File: config.mk
export PLATFORM = sky130hd
export DESIGN_NAME = cdrh_csr
export DESIGN_NICKNAME = d
export VERILOG_FILES = /design/src/cdrh_pkg.sv /design/src/cdrh_csr.sv
export SDC_FILE = /design/constraint.sdc
export NUM_CORES = 1
export LEC_CHECK = 0
export CORE_MARGIN = 2
export CORE_UTILIZATION = 28
export DETAILED_ROUTE_END_ITERATION = 8
export DONT_BUFFER_PORTS = 1
export GPL_TIMING_DRIVEN = 0
export PLACE_DENSITY = 0.42
export SLEW_MARGIN = 0
export SYNTH_ARGS = -nofsm -noshare
export SYNTH_HDL_FRONTEND = slang
export SYNTH_SLANG_ARGS = --single-unit
File: constraint.sdc
create_clock -name clock -period 1.25 [get_ports clock]
set_input_delay 0.0625 -clock clock [delete_from_list [all_inputs] [get_ports clock]]
set_output_delay 0.0625 -clock clock [all_outputs]
set_load 0.01 [all_outputs]
File: src/cdrh_pkg.sv
// Package for the coefficient decompose / round / hint block.
// Holds command codes, register indexes, CSR widths and reset values.
// No dependencies.
package cdrh_pkg;

   typedef enum logic [1:0] {
      CMD_DECOMPOSE   = 2'd0,
      CMD_POWER2ROUND = 2'd1,
      CMD_MAKE_HINT   = 2'd2,
      CMD_USE_HINT    = 2'd3
   } cmd_type;

   typedef enum logic [1:0] {
      REG_MODULUS    = 2'd0,
      REG_GAMMA      = 2'd1,
      REG_HIGH_COUNT = 2'd2,
      REG_ROUND_BITS = 2'd3
   } reg_idx_type;

   localparam int CSR_DATA_W = 64;
   localparam int CSR_ADDR_W = 5;
   localparam int RBITS_W    = 6;

   localparam logic [CSR_DATA_W-1:0] RST_MODULUS    = 64'd8380417;
   localparam logic [CSR_DATA_W-1:0] RST_GAMMA      = 64'd523776;
   localparam logic [CSR_DATA_W-1:0] RST_HIGH_COUNT = 64'd16;
   localparam logic [RBITS_W-1:0]    RST_ROUND_BITS = 6'd13;

endpackage

File: src/cdrh_csr.sv
// APB-style register file: modulus, gamma, high_count, round_bits.
// Depends on cdrh_pkg.
module cdrh_csr #(
   parameter int W = 62
) (
   input  logic                              clock,
   input  logic                              reset,
   input  logic                              psel,
   input  logic                              penable,
   input  logic                              pwrite,
   input  logic [cdrh_pkg::CSR_ADDR_W-1:0]   paddr,
   input  logic [cdrh_pkg::CSR_DATA_W-1:0]   pwdata,
   output logic [cdrh_pkg::CSR_DATA_W-1:0]   prdata,
   output logic                              pready,
   output logic [W-1:0]                      modulus,
   output logic [W-1:0]                      gamma,
   output logic [W-1:0]                      high_count,
   output logic [cdrh_pkg::RBITS_W-1:0]      round_bits
);

   logic [W-1:0]                 modulus_ff, gamma_ff, high_count_ff;
   logic [cdrh_pkg::RBITS_W-1:0] round_bits_ff;
   cdrh_pkg::reg_idx_type        idx;
   logic                         wr;

   assign idx    = cdrh_pkg::reg_idx_type'(paddr[4:3]);
   assign wr     = psel & penable & pwrite;
   assign pready = 1'b1;

   always_ff @(posedge clock) begin
      if (reset) begin
         modulus_ff    <= cdrh_pkg::RST_MODULUS[W-1:0];
         gamma_ff      <= cdrh_pkg::RST_GAMMA[W-1:0];
         high_count_ff <= cdrh_pkg::RST_HIGH_COUNT[W-1:0];
         round_bits_ff <= cdrh_pkg::RST_ROUND_BITS;
      end else if (wr) begin
         case (idx)
            cdrh_pkg::REG_MODULUS:    modulus_ff    <= pwdata[W-1:0];
            cdrh_pkg::REG_GAMMA:      gamma_ff      <= pwdata[W-1:0];
            cdrh_pkg::REG_HIGH_COUNT: high_count_ff <= pwdata[W-1:0];
            cdrh_pkg::REG_ROUND_BITS: round_bits_ff <= pwdata[cdrh_pkg::RBITS_W-1:0];
            default: ;
         endcase
      end
   end

   always_comb begin
      case (idx)
         cdrh_pkg::REG_MODULUS:    prdata = {{(cdrh_pkg::CSR_DATA_W-W){1'b0}}, modulus_ff};
         cdrh_pkg::REG_GAMMA:      prdata = {{(cdrh_pkg::CSR_DATA_W-W){1'b0}}, gamma_ff};
         cdrh_pkg::REG_HIGH_COUNT: prdata = {{(cdrh_pkg::CSR_DATA_W-W){1'b0}}, high_count_ff};
         cdrh_pkg::REG_ROUND_BITS:
            prdata = {{(cdrh_pkg::CSR_DATA_W-cdrh_pkg::RBITS_W){1'b0}}, round_bits_ff};
         default: prdata = '0;
      endcase
   end

   assign modulus    = modulus_ff;
   assign gamma      = gamma_ff;
   assign high_count = high_count_ff;
   assign round_bits = round_bits_ff;

endmodule

==> results of run 1 <==
[power by group through the flow]
stage / Clock [uW] / Sequential [uW] / Combinational [uW]
after floorplan: 0 / 6420 / 688
after global placement: 0 / 6470 / 1040
after detailed placement: 0 / 6460 / 1040
after CTS: 5760 / 6310 / 1280
after global routing: 6010 / 6290 / 1350
final: 5590 / 6280 / 1260
[cells by family after synthesis]
kind of cell,Yosys count,synth area share
AOI/OAI and AO/OA,68,0.04082
buffers and inverters,76,0.05172
DFF,192,0.4237
muxes,248,0.2819
other,2,0.0008278
and+or+nand+nor,331,0.2011
[per-stage QoR]
step	setup slack, ps	instance area, sq um
6_report	-124.1	11280
5_1_grt	-164.5	11280
4_1_cts	-154.3	11140
3_5_place_dp	-372.7	9579
3_3_place_gp	-383.5	9579
2_1_floorplan	221.3	9076
[what timing repair did]
| action | in CTS | in global routing |
|---|---|---|
| setup endpoints to repair | 62 | 52 |
| setup buffers | 0 | 0 |
| endpoints found under the hold margin | 192 | 0 |
| gates cloned | 0 | 0 |
| pin swaps | 4 | 12 |
| hold buffers | 64 | 0 |
| gates resized for setup | 212 | 75 |
[flip-flops by register name, summed over array words and instances, names as in the netlist]
name	flops
gamma	62
high_count	62
modulus	62
round_bits	6
[placed cells by master (no fill, tap or decap), types with 2 or more instances in the layout]
cell type	instances
a21bo_2	6
a21oi_1	6
buf_2	13
buf_4	12
buf_6	17
bufinv_16	2
clkbuf_1	30
clkbuf_16	17
clkbuf_2	6
clkbuf_8	2
clkinv_4	3
clkinvlp_4	3
conb_1	3
dfxtp_1	61
dfxtp_2	105
dfxtp_4	26
dlygate4sd3_1	64
mux2i_1	234
mux2i_2	8
mux4_2	6
nand2_1	56
nand2b_1	217
nand3_1	7
nor2_1	43
o21ai_2	55
[worst max-delay path by stage]
| stage | slack, ps | depth (start not counted) | from | endpoint |
|---|---|---|---|---|
| finish | -120 | 1 | high_count[0] | prdata[0] |
| global route | -160 | 1 | high_count[0] | prdata[0] |
| floorplan | 220 | 6 | pwrite | gamma[13] |
| detailed placement | -370 | 4 | reset | gamma[23] |
| global placement | -380 | 4 | reset | gamma[8] |
| CTS | -150 | 1 | high_count[0] | prdata[0] |
[layer usage]
metal | track usage | vias up
met5 | 0 | -
met4 | 0.04800 | 0
met3 | 0.06161 | 23
met2 | 0.3274 | 240
met1 | 0.2570 | 3372
li1 | - | 3259
[cell type report]
type / count / area (sq um)
clock buffer: 22 / 464.2
timing repair buffer: 64 / 640.6
fill: 3240 / 20430
tap: 402 / 503.0
buffer: 76 / 493.0
sequential: 192 / 4073
antenna: 1 / 2.502
multi-input combinational: 650 / 5000
clock inverter: 8 / 108.9
==> flow_metrics.env, run 1 <==
export IMPL_cap_violations=0
export IMPL_avgSynthCellArea_sq_um=9.894
export IMPL_synth_distinct_cells=23
export IMPL_area_growth_pct=24.38
export IMPL_cts_htree_levels=4
export IMPL_grt_max_degree=17
export IMPL_overflow=0
export IMPL_top_layer="met4"
export IMPL_p_leak_uw=0.004677
export IMPL_routed_wl_mm=34.42
export IMPL_hold_violations=0
export IMPL_drt_initial_drc_count=268
export IMPL_seq_area_frac_synth=0.4237
export IMPL_final_antenna_net_count=0
export IMPL_p_total_uw=13130
export IMPL_io_pin_count=331
export IMPL_final_core_util=0.3558
export IMPL_synthArstFlopShare=0
export IMPL_vias=6894
export IMPL_rsz0062_at_grt="true"
export IMPL_met3_length_mm=2.497
export IMPL_fp_coreArea_sq_um=31720
export IMPL_finalCritPeriodShare=1.099
export IMPL_routedWlPerCell_um=24.32
export IMPL_dpl_cell_count=1320
export IMPL_synth_top_area_share=0.4237
export IMPL_fmax_mhz=727.8
export IMPL_critPathSlowestCell="mux4_2"
export IMPL_powerDensity_nw_per_um2=1164
export IMPL_final_nets=1075
export IMPL_slew_headroom=0.2486
export IMPL_crit_arrival_ps=1310
export IMPL_worst_pin_slew_ps=1127
export IMPL_synth_edf_count=0
export IMPL_synth_top_flop_cell="dfxtp_1"
export IMPL_fin_ws_ps=-124.1
export IMPL_synth_common_cells="mux2i_1 (242), nand2b_1 (217), dfxtp_1 (192)"
export IMPL_ir_drop_uv=906.2
export IMPL_start_kind="register"
export IMPL_pwr_share_comb=0.096
export IMPL_cts_buffer_depth=2
export IMPL_regToRegSetupSlack_ps=340
export IMPL_crit_chain="mux4_2"
export IMPL_die_w_um=184.0
export IMPL_failed_checks="negative setup slack"
export IMPL_crit_family="multiplexers"
export IMPL_yosys_top_cells_area="dfxtp_1 (42%), mux2i_1 (27%), nand2b_1 (15%), o21ai_0 (3.1%), nand2_1 (2.3%)"
export IMPL_fin_worst_skew_ps=0
export IMPL_fp_dieH_um=184.0
export IMPL_synthCells=917
export IMPL_grt_pass1_wl_mm=48.79
export IMPL_die_area_sq_um=33860
export IMPL_hold_slack_ps=32.92
export IMPL_synth_seq_cells=192
export IMPL_yosysWarningCount=0
export IMPL_cts_sinks=192
export IMPL_wl_met1_mm=15.49
export IMPL_tns_ps=-674.8
export IMPL_syn_area_sq_um=9072
export IMPL_clk_latency_ps=430
export IMPL_path_max_fanout=3
export IMPL_routed_wl_met2_mm=16.00
export IMPL_r2r_cells=2
export IMPL_outcome="finished, violations left"
export IMPL_synth_top_area_cell="dfxtp_1"
export IMPL_firstDrtPassIters=4
export IMPL_p_clk_frac=0.426
export IMPL_r2r_start="high_count[17]"
export IMPL_cpPeakStageDelay_ps=510
export IMPL_antenna_found_initial=2
export IMPL_clockRootBuffer="clkbuf_16"
export IMPL_dpl_hpwl_mm=24.24
export IMPL_grt_util_all_layers=0.2001
export IMPL_min_period_ps=1374
export IMPL_p_sw_frac=0.2590
export IMPL_cts_made_buffers=17
export IMPL_min_from="paddr[3]"
export IMPL_hold_path_end="modulus[61]"
export IMPL_yosys_cell_count_top_type="mux2i_1"
export IMPL_hold_depth=3
export IMPL_place_congestion=0.7183
export IMPL_end_kind="output pin"
export IMPL_r2r_end="high_count[17]"
export IMPL_setup_viol=6
export IMPL_initial_core_util=0.2860
export IMPL_layoutNonFillerInstCount=1415
export IMPL_vias_per_cell=4.872
export IMPL_grt_pass1_vias=7127
export IMPL_slew_viol_final=0
export IMPL_internal_power_uw=9731
export IMPL_pwr_share_seq=0.478
export IMPL_required_ps=1190
export IMPL_path_class="reg -> out"
export IMPL_path_clk_slew_ps=80
export IMPL_numPortBuffers=0
export IMPL_rows=65
export IMPL_drive_gt1_frac=0.2816
export IMPL_drc=0
export IMPL_cts_tree="done"
export IMPL_hold_path_class="in -> reg"
export IMPL_cp_num_buf_inv=0
export IMPL_power_switching_uw=3401
(Power assumes the default switching activity.)
==> inputs of run 2 (changes only) <==
Settings changed: REMOVE_ABC_BUFFERS set to 1.
==> run 2 against run 1 <==
  * Sequential share of layout area fell by 4.1 points
  * Routed wire length fell by 16%
  * Die area did not move
  * Cell count rose by 8.5%
  * Core utilization rose by 5.3 points
  * Clock skew did not move
  * Sequential power barely moved
  * Combinational power fell by 14%
  * Sequential cell count did not move
  * First-iteration DRC count fell by 32%
  * The run ends with negative hold slack, negative setup slack left
==> flow_metrics.env, run 2 (synthesis gave the netlist of run 1 again) <==
export IMPL_fp_coreArea_sq_um=31720
export IMPL_hold_slack_ps=-189.2
export IMPL_cts_made_buffers=17
export IMPL_fin_area_sq_um=12960
export IMPL_diodes=0
export IMPL_cts_tree="done"
export IMPL_failed_checks="negative hold slack, negative setup slack"
export IMPL_die_w_um=184.0
export IMPL_slew_headroom=0.6547
export IMPL_grt_max_degree=181
export IMPL_overflow=0
export IMPL_slew_viol_final=0
export IMPL_antenna_found_initial=0
export IMPL_clockRootBuffer="clkbuf_16"
export IMPL_finalCritPeriodShare=1.139
export IMPL_grt_pass1_wl_mm=44.22
export IMPL_setup_viol=6
export IMPL_worst_pin_slew_ps=517.5
export IMPL_vias=7362
export IMPL_cap_violations=0
export IMPL_cp_endpoint="prdata[0]"
export IMPL_path_class="reg -> out"
export IMPL_drive_gt1_frac=0.2568
export IMPL_routedWlPerCell_um=18.74
export IMPL_fmax_mhz=702.4
export IMPL_fin_worst_skew_ps=0
export IMPL_area_growth_pct=42.86
export IMPL_fp_dieH_um=184.0
export IMPL_end_kind="output pin"
export IMPL_final_cell_mix="mux2i_1 (238), dlygate4sd3_1 (234), nand2b_1 (217)"
export IMPL_vias_per_cell=4.796
export IMPL_ir_drop_uv=925.4
export IMPL_r2r_end="modulus[48]"
export IMPL_path_max_fanout=3
export IMPL_crit_family="multiplexers"
export IMPL_routed_wl_mm=28.77
export IMPL_cp_num_buf_inv=0
export IMPL_hold_path_class="in -> reg"
export IMPL_io_pin_count=331
export IMPL_crit_arrival_ps=1360
export IMPL_p_total_uw=13030
export IMPL_place_congestion=0.6587
export IMPL_final_antenna_net_count=0
export IMPL_regToRegSetupSlack_ps=30
export IMPL_required_ps=1190
export IMPL_die_area_sq_um=33860
export IMPL_cts_htree_levels=4
export IMPL_outcome="finished, violations left"
export IMPL_dpl_hpwl_mm=17.07
export IMPL_initial_core_util=0.2860
export IMPL_r2r_start="modulus[48]"
export IMPL_min_period_ps=1424
export IMPL_grt_pass1_vias=7682
export IMPL_clk_latency_ps=440
export IMPL_firstDrtPassIters=4
export IMPL_dpl_cell_area_sq_um=9404
export IMPL_cts_buffer_depth=2
export IMPL_powerDensity_nw_per_um2=1005
export IMPL_final_nets=1194
export IMPL_drt_initial_drc_count=181
export IMPL_rsz0062_at_grt="true"
export IMPL_fin_ws_ps=-173.6
export IMPL_rows=65
export IMPL_path_clk_slew_ps=80
export IMPL_hold_violations=14
export IMPL_layout_commonest_cell="mux2i_1"
export IMPL_grt_util_all_layers=0.1696
export IMPL_p_leak_uw=0.005146
export IMPL_place_ws_ps=-1066
export IMPL_numPortBuffers=0
export IMPL_cp_startpoint="round_bits[0]"
export IMPL_critPathSlowestCell="mux4_2"
export IMPL_r2r_cells=3
export IMPL_cpPeakStageDelay_ps=560
export IMPL_start_kind="register"
export IMPL_crit_chain="mux4_2"
export IMPL_drc=0
export IMPL_cts_sinks=192
export IMPL_cp_depth=1
## run 2: layer usage
| metal | vias to the layer above | wire [um] | share of wire | global-route usage |
|---|---|---|---|---|
| li1 | 3499 | - | - | - |
| met4 | 0 | 460 | 0.016 | 0.05216 |
| met3 | 27 | 1913 | 0.066 | 0.05111 |
| met2 | 226 | 13690 | 0.48 | 0.2912 |
| met5 | - | 0 | 0 | 0 |
| met1 | 3610 | 12710 | 0.44 | 0.2030 |
## run 2: worst min-delay path by stage
| stage | to | slack [ps] | startpoint | cells after the start |
|---|---|---|---|---|
| floorplan | high_count[13] | 130 | reset | 1 |
| global placement | high_count[17] | 180 | reset | 1 |
| detailed placement | high_count[17] | 180 | reset | 1 |
| CTS | gamma[22] | -170 | paddr[4] | 2 |
| global route | gamma[26] | -150 | reset | 2 |
| finish | modulus[58] | -190 | reset | 2 |
## run 2: what timing repair did
action	CTS	global route
hold endpoints to repair	192	25
gates cloned	0	0
pin swaps	5	7
buffers inserted	6	0
setup endpoints to repair	163	111
hold buffers	244	7
gates resized for setup	217	99
## run 2: metrics by stage
stage                 util  setup TNS [ps]  hold slack, ps  std cells
finish              0.4086          -810.8          -189.2       1535
CTS                 0.4055           -1280          -168.5       1544
global placement    0.2872        -1292080           180.6       1244
floorplan                -         -583660           131.6        842
global route        0.4086           -1412          -154.3       1535
detailed placement  0.2965          -99630           177.6       1262
## run 2: area by class of cell
cell class / instances / area (sq um)
clock buffers: 17 / 425.4
flip-flops and latches: 192 / 4140
clock inverters: 15 / 175.2
repair buffers: 259 / 2686
multi-input cells: 650 / 5031
fillers: 3144 / 18760
well taps: 402 / 503.0
## run 2: report_power, final
| group | switching (uW) | internal, uW | total, uW |
|---|---|---|---|
| sequential | 125 | 6120 | 6250 |
| clock | 2680 | 3020 | 5700 |
| combinational | 432 | 652 | 1080 |
